### src/rtl/timestamp_extend_and_convert_top_assert.svh
// Assertion macros for the timestamp extension and conversion block.
`ifndef TIMESTAMP_EXTEND_AND_CONVERT_TOP_ASSERT_SVH
`define TIMESTAMP_EXTEND_AND_CONVERT_TOP_ASSERT_SVH

// The consequent must hold in the same cycle as the antecedent.
`define TSX_ASSERT_NOW(lbl, ante, cons) \
	lbl: assert property (@(posedge clk) disable iff (!arst_n) (ante) |-> (cons)) \
		else $error("timestamp block check failed");

// The consequent must hold in the cycle after the antecedent.
`define TSX_ASSERT_NEXT(lbl, ante, cons) \
	lbl: assert property (@(posedge clk) disable iff (!arst_n) (ante) |=> (cons)) \
		else $error("timestamp block check failed");

`endif

### src/rtl/tsx_pkg.sv
// Package with the types and constants of the timestamp extension and conversion block.
`timescale 1ns / 1ps

package tsx_pkg;

	// Configuration port.
	localparam int CfgIndexW = 8;
	localparam int CfgDataW  = 32;
	localparam logic [CfgIndexW-1:0] REG_TICK_RATE = 8'd0;
	localparam logic [CfgIndexW-1:0] REG_FULL_MODE = 8'd1;

	// Arithmetic constants.
	localparam logic [31:0] LowQuarterEnd    = 32'h4000_0000;
	localparam logic [31:0] HalfPoint        = 32'h8000_0000;
	localparam logic [31:0] ErrWindow        = 32'h0100_0000;
	localparam logic [30:0] NearBoundary     = 31'h7F00_0000;
	localparam logic [30:0] CoarseOffset     = 31'h4000_0000;
	localparam logic [29:0] NsPerSec         = 30'd1000000000;

	// Shared divider geometry.
	localparam int DivW     = 64;
	localparam int DivisorW = 32;
	localparam int StepW    = $clog2(DivW);

	typedef enum logic {
		CMD_TICK    = 1'b0,
		CMD_CONVERT = 1'b1
	} tsx_cmd_t;

	typedef enum logic [2:0] {
		ST_IDLE,
		ST_DIV_SEC,
		ST_SCALE,
		ST_DIV_NS,
		ST_DONE
	} tsx_state_t;

	// Result of the extension stage for one transaction.
	typedef struct packed {
		logic [63:0] ticks;
		logic [32:0] count_next;
		logic        err;
	} tsx_ext_t;

	// Status of the shared divider.
	typedef struct packed {
		logic busy;
		logic done;
	} tsx_div_stat_t;

endpackage

### src/rtl/tsx_chan_ifs.sv
// Handshake interfaces for the item and result channels.
`timescale 1ns / 1ps

interface tsx_item_if;
	import tsx_pkg::*;

	logic        valid;
	logic        ready;
	tsx_cmd_t    command;
	logic [31:0] capture_low;
	logic [31:0] reading_high_first;
	logic [31:0] reading_low;
	logic [31:0] reading_high_second;

	modport source (
		output valid, command, capture_low, reading_high_first, reading_low,
			reading_high_second,
		input  ready
	);
	modport sink (
		input  valid, command, capture_low, reading_high_first, reading_low,
			reading_high_second,
		output ready
	);
endinterface

interface tsx_result_if;
	logic        valid;
	logic        ready;
	logic [63:0] extended_ticks;
	logic [63:0] whole_seconds;
	logic [29:0] nanoseconds;
	logic [63:0] coarse_time;
	logic        rollover_error;

	modport source (
		output valid, extended_ticks, whole_seconds, nanoseconds, coarse_time,
			rollover_error,
		input  ready
	);
	modport sink (
		input  valid, extended_ticks, whole_seconds, nanoseconds, coarse_time,
			rollover_error,
		output ready
	);
endinterface

### src/rtl/tsx_extend.sv
// Extension of a 32-bit capture to 64 bits of ticks and update of the half-rollover count.
`timescale 1ns / 1ps

module tsx_extend (
	input  logic             full_mode,
	input  logic [32:0]      count,
	input  tsx_pkg::tsx_cmd_t command,
	input  logic [31:0]      capture_low,
	input  logic [31:0]      reading_high_first,
	input  logic [31:0]      reading_low,
	input  logic [31:0]      reading_high_second,
	output tsx_pkg::tsx_ext_t ext
);
	import tsx_pkg::*;

	logic        cap_low_q1;
	logic        cap_high_q4;
	logic [31:0] now_hi;
	logic [63:0] now;
	logic [31:0] ext_hi;
	logic [31:0] cnt_upper;
	logic [31:0] err_ref;
	logic [31:0] err_dist;

	// Capture in the first or last quarter of the 32-bit period.
	assign cap_low_q1  = (capture_low < LowQuarterEnd);
	assign cap_high_q4 = (capture_low[31:30] == 2'b11);

	// A torn reading: low half of the period pairs with the second upper read.
	assign now_hi = ((reading_high_first == reading_high_second) || reading_low[31])
		? reading_high_first : reading_high_second;
	assign now = {now_hi, reading_low};

	// Upper word of a capture against the full reading.
	always_comb begin
		ext_hi = now[63:32];
		if (cap_low_q1 && now[31]) begin
			ext_hi = now[63:32] + 32'd1;
		end else if (cap_high_q4 && !now[31]) begin
			ext_hi = now[63:32] - 32'd1;
		end
	end

	// Upper word of a capture against the half-rollover count.
	always_comb begin
		cnt_upper = count[32:1];
		if (cap_low_q1 && count[0]) begin
			cnt_upper = count[32:1] + 32'd1;
		end else if (cap_high_q4 && !count[0]) begin
			cnt_upper = count[32:1] - 32'd1;
		end
	end

	// Distance of a counter-mode tick from the point where it should fire.
	assign err_ref  = count[0] ? 32'd0 : HalfPoint;
	assign err_dist = capture_low - err_ref;

	// Select the tick count, the next count and the error flag.
	always_comb begin
		ext.ticks      = {cnt_upper, capture_low};
		ext.count_next = count;
		ext.err        = 1'b0;
		if (full_mode) begin
			if (command == CMD_CONVERT) begin
				ext.ticks = {ext_hi, capture_low};
			end else begin
				ext.ticks = now;
				if (now[30:0] > NearBoundary) begin
					ext.count_next = now[63:31] + 33'd1;
				end else begin
					ext.count_next = now[63:31];
				end
			end
		end else if (command == CMD_TICK) begin
			ext.err        = (err_dist > ErrWindow) && (err_dist < (32'd0 - ErrWindow));
			ext.count_next = count + 33'd1;
		end
	end

endmodule

### src/rtl/tsx_div.sv
// Shared restoring divider, one quotient bit per cycle.
`timescale 1ns / 1ps

module tsx_div (
	input  logic                          clk,
	input  logic                          arst_n,
	input  logic                          start,
	input  logic [tsx_pkg::DivW-1:0]      dividend,
	input  logic [tsx_pkg::DivisorW-1:0]  divisor,
	output tsx_pkg::tsx_div_stat_t        stat,
	output logic [tsx_pkg::DivW-1:0]      quotient,
	output logic [tsx_pkg::DivisorW-1:0]  remainder
);
	import tsx_pkg::*;

	logic                busy_q;
	logic                done_q;
	logic [StepW-1:0]    step_q;
	logic [DivW-1:0]     quo_q;
	logic [DivisorW-1:0] rem_q;
	logic [DivisorW-1:0] div_q;
	logic [DivisorW:0]   trial;
	logic [DivisorW:0]   diff;
	logic                fits;

	// One compare and subtract per step.
	assign trial = {rem_q, quo_q[DivW-1]};
	assign diff  = trial - {1'b0, div_q};
	assign fits  = (trial >= {1'b0, div_q});

	// Step counter and status.
	always_ff @(posedge clk or negedge arst_n) begin
		if (!arst_n) begin
			busy_q <= 1'b0;
			done_q <= 1'b0;
			step_q <= '0;
		end else begin
			done_q <= 1'b0;
			if (start) begin
				busy_q <= 1'b1;
				step_q <= '0;
			end else if (busy_q) begin
				step_q <= step_q + StepW'(1);
				if (step_q == StepW'(DivW - 1)) begin
					busy_q <= 1'b0;
					done_q <= 1'b1;
				end
			end
		end
	end

	// Dividend bits shift out as quotient bits shift in.
	always_ff @(posedge clk) begin
		if (start) begin
			quo_q <= dividend;
			rem_q <= '0;
			div_q <= divisor;
		end else if (busy_q) begin
			quo_q <= {quo_q[DivW-2:0], fits};
			rem_q <= fits ? diff[DivisorW-1:0] : trial[DivisorW-1:0];
		end
	end

	assign stat.busy = busy_q;
	assign stat.done = done_q;
	assign quotient  = quo_q;
	assign remainder = rem_q;

endmodule

### src/rtl/timestamp_extend_and_convert_top.sv
// Top level: extends 32-bit tick captures to 64 bits and converts them to seconds and nanoseconds.
//
// Each transaction on the item channel gives one result. The work is done by one shared
// 64-step restoring divider, used once for whole seconds and once for the nanoseconds
// (remainder times 10^9 over the tick rate), one quotient bit per cycle, plus the
// sequencing states and the scaling multiply. The block takes one item at a time; a
// finished result waits in an output register, so the next item may be accepted while
// it is unclaimed. If the output register is still full when the next result is
// finished, the sequencer holds that result and the input stays stalled until the
// register is claimed. A tick rate of zero divides as one. The half-rollover count is
// updated when the item is accepted and coarse_time reflects the updated count.
// Configuration writes are meant for idle periods only.
`timescale 1ns / 1ps

module timestamp_extend_and_convert_top (
	input  logic                           clk,
	input  logic                           arst_n,
	tsx_item_if.sink                       item,
	tsx_result_if.source                   result,
	input  logic                           cfg_we,
	input  logic [tsx_pkg::CfgIndexW-1:0]  cfg_index,
	input  logic [tsx_pkg::CfgDataW-1:0]   cfg_wdata
);
	import tsx_pkg::*;
	`include "timestamp_extend_and_convert_top_assert.svh"

	tsx_state_t    state_q, state_d;
	logic [31:0]   tick_rate_q;
	logic          full_mode_q;
	logic [32:0]   count_q;
	tsx_ext_t      ext;
	logic          item_acc;
	logic          div_start;
	logic [63:0]   div_dividend;
	logic [31:0]   divisor;
	tsx_div_stat_t div_stat;
	logic [63:0]   div_quo;
	logic [31:0]   div_rem;
	logic [63:0]   ticks_q;
	logic [63:0]   coarse_q;
	logic          err_q;
	logic [63:0]   sec_q;
	logic [61:0]   prod_q;
	logic [29:0]   ns_q;
	logic          out_free;
	logic          out_load;
	logic          out_valid_q;
	logic [63:0]   out_ticks_q;
	logic [63:0]   out_sec_q;
	logic [29:0]   out_ns_q;
	logic [63:0]   out_coarse_q;
	logic          out_err_q;

	// Configuration registers.
	always_ff @(posedge clk or negedge arst_n) begin
		if (!arst_n) begin
			tick_rate_q <= 32'd1;
			full_mode_q <= 1'b0;
		end else if (cfg_we) begin
			unique case (cfg_index)
				REG_TICK_RATE: tick_rate_q <= cfg_wdata;
				REG_FULL_MODE: full_mode_q <= cfg_wdata[0];
				default: ;
			endcase
		end
	end

	assign divisor = (tick_rate_q == 32'd0) ? 32'd1 : tick_rate_q;

	// Extension of the incoming capture.
	tsx_extend u_extend (
		.full_mode           (full_mode_q),
		.count               (count_q),
		.command             (item.command),
		.capture_low         (item.capture_low),
		.reading_high_first  (item.reading_high_first),
		.reading_low         (item.reading_low),
		.reading_high_second (item.reading_high_second),
		.ext                 (ext)
	);

	// Shared divider.
	tsx_div u_div (
		.clk       (clk),
		.arst_n    (arst_n),
		.start     (div_start),
		.dividend  (div_dividend),
		.divisor   (divisor),
		.stat      (div_stat),
		.quotient  (div_quo),
		.remainder (div_rem)
	);

	assign item.ready = (state_q == ST_IDLE);
	assign item_acc   = item.valid && item.ready;
	assign out_free   = !out_valid_q || result.ready;

	// Sequencer state register.
	always_ff @(posedge clk or negedge arst_n) begin
		if (!arst_n) begin
			state_q <= ST_IDLE;
		end else begin
			state_q <= state_d;
		end
	end

	// Next state and divider control.
	always_comb begin
		state_d      = state_q;
		div_start    = 1'b0;
		div_dividend = ext.ticks;
		out_load     = 1'b0;
		unique case (state_q)
			ST_IDLE: begin
				if (item.valid) begin
					div_start = 1'b1;
					state_d   = ST_DIV_SEC;
				end
			end
			ST_DIV_SEC: begin
				if (div_stat.done) begin
					state_d = ST_SCALE;
				end
			end
			ST_SCALE: begin
				div_start    = 1'b1;
				div_dividend = {2'b00, prod_q};
				state_d      = ST_DIV_NS;
			end
			ST_DIV_NS: begin
				if (div_stat.done) begin
					state_d = ST_DONE;
				end
			end
			ST_DONE: begin
				if (out_free) begin
					out_load = 1'b1;
					state_d  = ST_IDLE;
				end
			end
			default: state_d = ST_IDLE;
		endcase
	end

	// Half-rollover count.
	always_ff @(posedge clk or negedge arst_n) begin
		if (!arst_n) begin
			count_q <= '0;
		end else if (item_acc) begin
			count_q <= ext.count_next;
		end
	end

	// Working registers of the transaction in flight.
	always_ff @(posedge clk) begin
		if (item_acc) begin
			ticks_q  <= ext.ticks;
			coarse_q <= {ext.count_next, CoarseOffset};
			err_q    <= ext.err;
		end
		if (state_q == ST_DIV_SEC && div_stat.done) begin
			sec_q  <= div_quo;
			prod_q <= {30'd0, div_rem} * {32'd0, NsPerSec};
		end
		if (state_q == ST_DIV_NS && div_stat.done) begin
			ns_q <= div_quo[29:0];
		end
	end

	// Output register.
	always_ff @(posedge clk or negedge arst_n) begin
		if (!arst_n) begin
			out_valid_q <= 1'b0;
		end else if (out_load) begin
			out_valid_q <= 1'b1;
		end else if (result.ready) begin
			out_valid_q <= 1'b0;
		end
	end

	always_ff @(posedge clk) begin
		if (out_load) begin
			out_ticks_q  <= ticks_q;
			out_sec_q    <= sec_q;
			out_ns_q     <= ns_q;
			out_coarse_q <= coarse_q;
			out_err_q    <= err_q;
		end
	end

	assign result.valid          = out_valid_q;
	assign result.extended_ticks = out_ticks_q;
	assign result.whole_seconds  = out_sec_q;
	assign result.nanoseconds    = out_ns_q;
	assign result.coarse_time    = out_coarse_q;
	assign result.rollover_error = out_err_q;

	// An accepted item starts the divider straight away.
	`TSX_ASSERT_NEXT(a_div_starts, item_acc, div_stat.busy)
	// The block never offers to take an item while the divider is working.
	`TSX_ASSERT_NOW(a_ready_idle_div, item.ready, !div_stat.busy)
	// A finished transaction always reaches the output register.
	`TSX_ASSERT_NEXT(a_result_loaded, state_q == ST_DONE && out_free, result.valid)
	// The count only moves when an item is taken.
	`TSX_ASSERT_NOW(a_count_on_accept, count_q != $past(count_q), $past(item_acc))

endmodule
### src/flat_wrapper.sv
// flat-port wrapper written by rule: the top's interface ports become plain ports
module timestamp_extend_and_convert_top_flat import tsx_pkg::*;
  (clk, arst_n, cfg_we, cfg_index, cfg_wdata, item_valid, item_command, item_capture_low, item_reading_high_first, item_reading_low, item_reading_high_second, item_ready, result_valid, result_extended_ticks, result_whole_seconds, result_nanoseconds, result_coarse_time, result_rollover_error, result_ready);
  tsx_item_if item_i ();
  tsx_result_if result_i ();
  input  logic clk;
  input  logic arst_n;
  input  logic cfg_we;
  input  logic [tsx_pkg::CfgIndexW-1:0] cfg_index;
  input  logic [tsx_pkg::CfgDataW-1:0] cfg_wdata;
  input wire logic [$bits(item_i.valid)-1:0] item_valid;
  input wire logic [$bits(item_i.command)-1:0] item_command;
  input wire logic [$bits(item_i.capture_low)-1:0] item_capture_low;
  input wire logic [$bits(item_i.reading_high_first)-1:0] item_reading_high_first;
  input wire logic [$bits(item_i.reading_low)-1:0] item_reading_low;
  input wire logic [$bits(item_i.reading_high_second)-1:0] item_reading_high_second;
  output wire logic [$bits(item_i.ready)-1:0] item_ready;
  output wire logic [$bits(result_i.valid)-1:0] result_valid;
  output wire logic [$bits(result_i.extended_ticks)-1:0] result_extended_ticks;
  output wire logic [$bits(result_i.whole_seconds)-1:0] result_whole_seconds;
  output wire logic [$bits(result_i.nanoseconds)-1:0] result_nanoseconds;
  output wire logic [$bits(result_i.coarse_time)-1:0] result_coarse_time;
  output wire logic [$bits(result_i.rollover_error)-1:0] result_rollover_error;
  input wire logic [$bits(result_i.ready)-1:0] result_ready;
  assign item_i.valid = item_valid;
  assign item_i.command = item_command;
  assign item_i.capture_low = item_capture_low;
  assign item_i.reading_high_first = item_reading_high_first;
  assign item_i.reading_low = item_reading_low;
  assign item_i.reading_high_second = item_reading_high_second;
  assign item_ready = item_i.ready;
  assign result_valid = result_i.valid;
  assign result_extended_ticks = result_i.extended_ticks;
  assign result_whole_seconds = result_i.whole_seconds;
  assign result_nanoseconds = result_i.nanoseconds;
  assign result_coarse_time = result_i.coarse_time;
  assign result_rollover_error = result_i.rollover_error;
  assign result_i.ready = result_ready;
  timestamp_extend_and_convert_top u_core (.clk(clk), .arst_n(arst_n), .item(item_i), .result(result_i), .cfg_we(cfg_we), .cfg_index(cfg_index), .cfg_wdata(cfg_wdata));
endmodule
### config.mk
export PLATFORM = sky130hd
export DESIGN_NAME = timestamp_extend_and_convert_top_flat
export DESIGN_NICKNAME = d
export VERILOG_FILES = /design/src/rtl/tsx_pkg.sv /design/src/rtl/tsx_chan_ifs.sv /design/src/rtl/tsx_extend.sv /design/src/rtl/tsx_div.sv /design/src/rtl/timestamp_extend_and_convert_top.sv /design/src/flat_wrapper.sv
export VERILOG_INCLUDE_DIRS = /design/src /design/src/rtl
export SDC_FILE = /design/constraint.sdc
export NUM_CORES = 2
export LEC_CHECK = 0
export BUFFER_PORTS_ARGS = -buffer_cell sky130_fd_sc_hd__buf_2
export CAP_MARGIN = 20
export CORE_ASPECT_RATIO = 0.8
export CORE_UTILIZATION = 55
export DETAILED_ROUTE_END_ITERATION = 16
export PLACE_DENSITY = 0.71
export SLEW_MARGIN = 10
export SYNTH_ARGS = -nofsm -noshare
export SYNTH_HDL_FRONTEND = slang
export SYNTH_SLANG_ARGS = --single-unit
### constraint.sdc
create_clock -name clk -period 12 [get_ports clk]
set_input_delay 1.8 -clock clk [delete_from_list [all_inputs] [get_ports clk]]
set_output_delay 1.8 -clock clk [all_outputs]
set_load 0.005 [all_outputs]
==> out/qor.tcl <==
set qor(critical-path-top-delay-family) {adder cells}
set qor(fin_nets) 5023
set qor(worst_setup_path_start_kind) {flip-flop}
set qor(mappedNetlistArea_mm2) 0.0434
set qor(finalSetupViolations) 0
set qor(yosys.cell_types.count) 80
set qor(cts.sinks) 643
set qor(finish.instance_area_mm2) 0.0479
set qor(clk_latency_ns) 0.66
set qor(grt_pass1_vias) 29500
set qor(gp_congestion) 0.999
set qor(finalHoldViolations) 0
set qor(timing.critical_path.depth) 22
set qor(cts_repair_resize_count) 0
set qor(fmaxAchievable_mhz) 121
set qor(critPathSlowestCell) {dfxtp_1}
set qor(crit_fanout) 11
set qor(clock_tree.htree_level_count) 2
set qor(detail_route.vias_per_cell) 5.92
set qor(period_minus_slack_ns) 8.29
set qor(ff2ff_path_depth) 22
set qor(grt_first_pass_wirelength_um) 185000
set qor(slowest_cell_delay_on_critical_path_ns) 0.65
set qor(cts_inserted_buffers) 61
set qor(start_util_pct) 55.9
set qor(ctsRootBufferMaster) {clkbuf_16}
set qor(drt.antenna.violating_nets) 0
set qor(syn_to_final_growth_pct) 10.4
set qor(timing_max_transition_violations_final) 0
set qor(synthesis.area_per_instance_um2) 10.9
set qor(critPathKind) {reg -> reg}
set qor(setup.worst_path.start) {u_core.u_div.remainder[2]$_SDFFE_PP0P_}
set qor(rsz_0062_raised_after_global_routing) {no}
set qor(via_count) 31400
set qor(final_min_period_over_clock_period_pct) 69.0
set qor(outcome) {finished clean}
set qor(regToRegEndpoint) {u_core.prod_q[60]$_DFFE_PP_}
set qor(cts_tree) {built}
set qor(die_area_mm2) 0.0800
set qor(critical_path.endpoint_type) {flip-flop}
set qor(fp.dieW_um) 316
set qor(drtPass1Iterations) 6
set qor(timing.clock.skew_ns) 0.0332
set qor(cp.buffers_inverters) 4
set qor(worst_setup_hold_path_clk_slew_ns) 0.07
set qor(postPlaceCellArea_mm2) 0.0459
set qor(synthesis_stage_register_bit_count) 643
set qor(floorplan.rows) 91
set qor(grt_antenna_before_repair) 6
set qor(synth-warning-count) 0
set qor(largest_net_degree_at_the_start_of_global_routing) 141
set qor(fill_cells) 6404
set qor(most_used_cells_in_the_layout_excluding_fill_and_tap_cells) {533 x edfxtp_1, 529 x inv_1, 366 x buf_2}
set qor(r2r_start) {u_core.u_div.remainder[2]$_SDFFE_PP0P_}
set qor(drtIter0Drc) 3574
set qor(placeableCoreArea_mm2) 0.0775
set qor(number_of_instances_in_the_synthesized_netlist) 3971
set qor(multi_input_comb_area_mm2) 0.0219
set qor(cts_max_path_buffers) 3
set qor(port_buffers) 367
set qor(setup-tns-final_ns) 0
set qor(dp_hpwl_um) 97300
set qor(timing.hold.worst.class) {reg -> reg}
set qor(io-pin-count) 399
set qor(timing.max_slew.rel_slack_pct) 12.0
set qor(global_route.overflow_total) 0
set qor(ys_async_sr_fraction_pct) 12.1
set qor(layout-drive-gt1-share_pct) 13.4
set qor(critical_path.cell_chain) {inv_1 > fa_1 > fa_1 > fa_1 > fa_1 > fa_1 > inv_1 > fa_1 > inv_1 > fa_1 > inv_1 > ha_1 > nand3_1 > o22ai_1 > o21ba_2 > a21oi_1 > nand3_1 > a31oi_1 > a211oi_1 > o31ai_1 > a21oi_1 > or3_1}
set qor(sequential_cell_area_mm2) 0.0186
set qor(max_cap_violations) 0
set qor(wire_per_inst_um) 23.4
set qor(critPathArrivalTime_ns) 8.68
set qor(drc) 0
set qor(worst-endpoint-required_ns) 12.40
set qor(cts_hold_buffers) 0
set qor(die_height_um) 253
set qor(worst_path_most_repeated_cell) {fa_1}
set qor(setup.worst_path.end) {u_core.prod_q[60]$_DFFE_PP_}
set qor(synth-edff-count) 533
set qor(reg2reg_slack_ns) 3.71
set qor(postSynth.topFlopCell) {edfxtp_1}
set qor(groute.usage.overall_pct) 31.0
set qor(most_common_library_cell_in_the_layout_ignoring_fill_and_taps) {edfxtp_1}
set qor(detail_route.wirelength_um) 124000
set qor(ys_seq_area_share_pct) 42.9
set qor(cts_post_setup_buffers_inserted) 0
set qor(tightestPinTransition_ns) 1.31
[per-layer routing]
| layer | vias to the layer above | track usage (%) | share of wire (%) |
|---|---|---|---|
| li1 | 14200 | - | - |
| met1 | 15500 | 47.9 | 45 |
| met2 | 1528 | 44.9 | 43 |
| met3 | 160 | 5.85 | 9.8 |
| met4 | 2 | 7.19 | 2.1 |
| met5 | - | 0 | 0.010 |
[synth_stat cells, types with 32 or more instances]
master | instances | share of area, %
nand2_1 | 353 | 3.1
dfrtp_1 | 77 | 4.4
xor2_1 | 51 | 1.0
xnor2_1 | 144 | 2.9
buf_4 | 35 | 0.61
nand4_1 | 61 | 0.88
o21ai_0 | 165 | 1.9
a31oi_1 | 33 | 0.48
ha_1 | 304 | 8.8
a21oi_1 | 178 | 2.1
fa_1 | 313 | 14
nand3_1 | 59 | 0.68
mux2i_1 | 69 | 1.6
clkbuf_1 | 163 | 1.4
dfxtp_1 | 32 | 1.5
nor4_1 | 52 | 0.75
o22ai_1 | 38 | 0.55
edfxtp_1 | 533 | 37
nor2_1 | 229 | 2.0
nor3_1 | 76 | 0.88
a21o_1 | 57 | 0.99
inv_1 | 530 | 4.6
mux2_2 | 52 | 1.4
[flip-flops by register name, summed over array words and instances, names as in the netlist, 3 cells and up]
signal,count
u_core.tick_rate_q,32
u_core.u_div.quotient,64
u_core.ticks_q,64
u_core.result.extended_ticks,64
u_core.state_q,3
u_core.u_div.remainder,32
u_core.result.whole_seconds,64
u_core.u_div.div_q,32
u_core.sec_q,64
u_core.result.nanoseconds,30
u_core.result.coarse_time,33
u_core.count_q,33
u_core.u_div.step_q,6
u_core.coarse_q,33
u_core.ns_q,30
u_core.prod_q,53
[logic make-up (layout without fill, tap and decap cells)]
kind of cell	after synthesis	after routing	share of synthesized area (%)
buffers and inverters	759	1041	6.93
other	2	35	0.0173
xor gates and xnor gates	195	195	3.94
and+or+nand+nor	962	962	10.3
AOI/OAI and AO/OA	672	672	9.73
DFF	643	643	42.9
muxes	121	121	2.94
adders and majority gates	617	617	23.2
[stage by stage]
step	hold WS, ns	setup WS [ns]	std cells	util (%)
6_report	0.402	3.71	5309	61.7
4_1_cts	0.400	3.80	5305	61.7
3_5_place_dp	0.405	3.84	5192	59.2
2_1_floorplan	0.400	2.72	4000	-
3_3_place_gp	0.401	4.08	5192	59.2
5_1_grt	0.416	3.38	5305	61.7
[final cells by class]
type / count / share of cell area [%]
Antenna cell: 4 / 0.0209
Sequential cell: 643 / 38.9
Multi-Input combinational cell: 2598 / 45.8
Clock inverter: 32 / 0.677
Clock buffer: 81 / 3.43
Tap cell: 1023 / 2.67
Timing Repair Buffer: 395 / 4.31
Inverter: 533 / 4.19
[worst min path at each step]
stage	from	end	slack, ns	depth (start not counted)
floorplan	u_core.coarse_q[31]$_DFFE_PP_	u_core.result.coarse_time[31]$_DFFE_PP_	0.40	0
global placement	u_core.sec_q[1]$_DFFE_PP_	u_core.result.whole_seconds[1]$_DFFE_PP_	0.40	0
detailed placement	u_core.ticks_q[11]$_DFFE_PP_	u_core.result.extended_ticks[11]$_DFFE_PP_	0.40	0
CTS	u_core.sec_q[28]$_DFFE_PP_	u_core.result.whole_seconds[28]$_DFFE_PP_	0.40	0
global route	u_core.sec_q[28]$_DFFE_PP_	u_core.result.whole_seconds[28]$_DFFE_PP_	0.42	0
finish	u_core.sec_q[28]$_DFFE_PP_	u_core.result.whole_seconds[28]$_DFFE_PP_	0.40	0
Power is left out: the tool's default activity adds up to more than one toggle a clock period on the data nets, which glitch-free logic cannot reach.
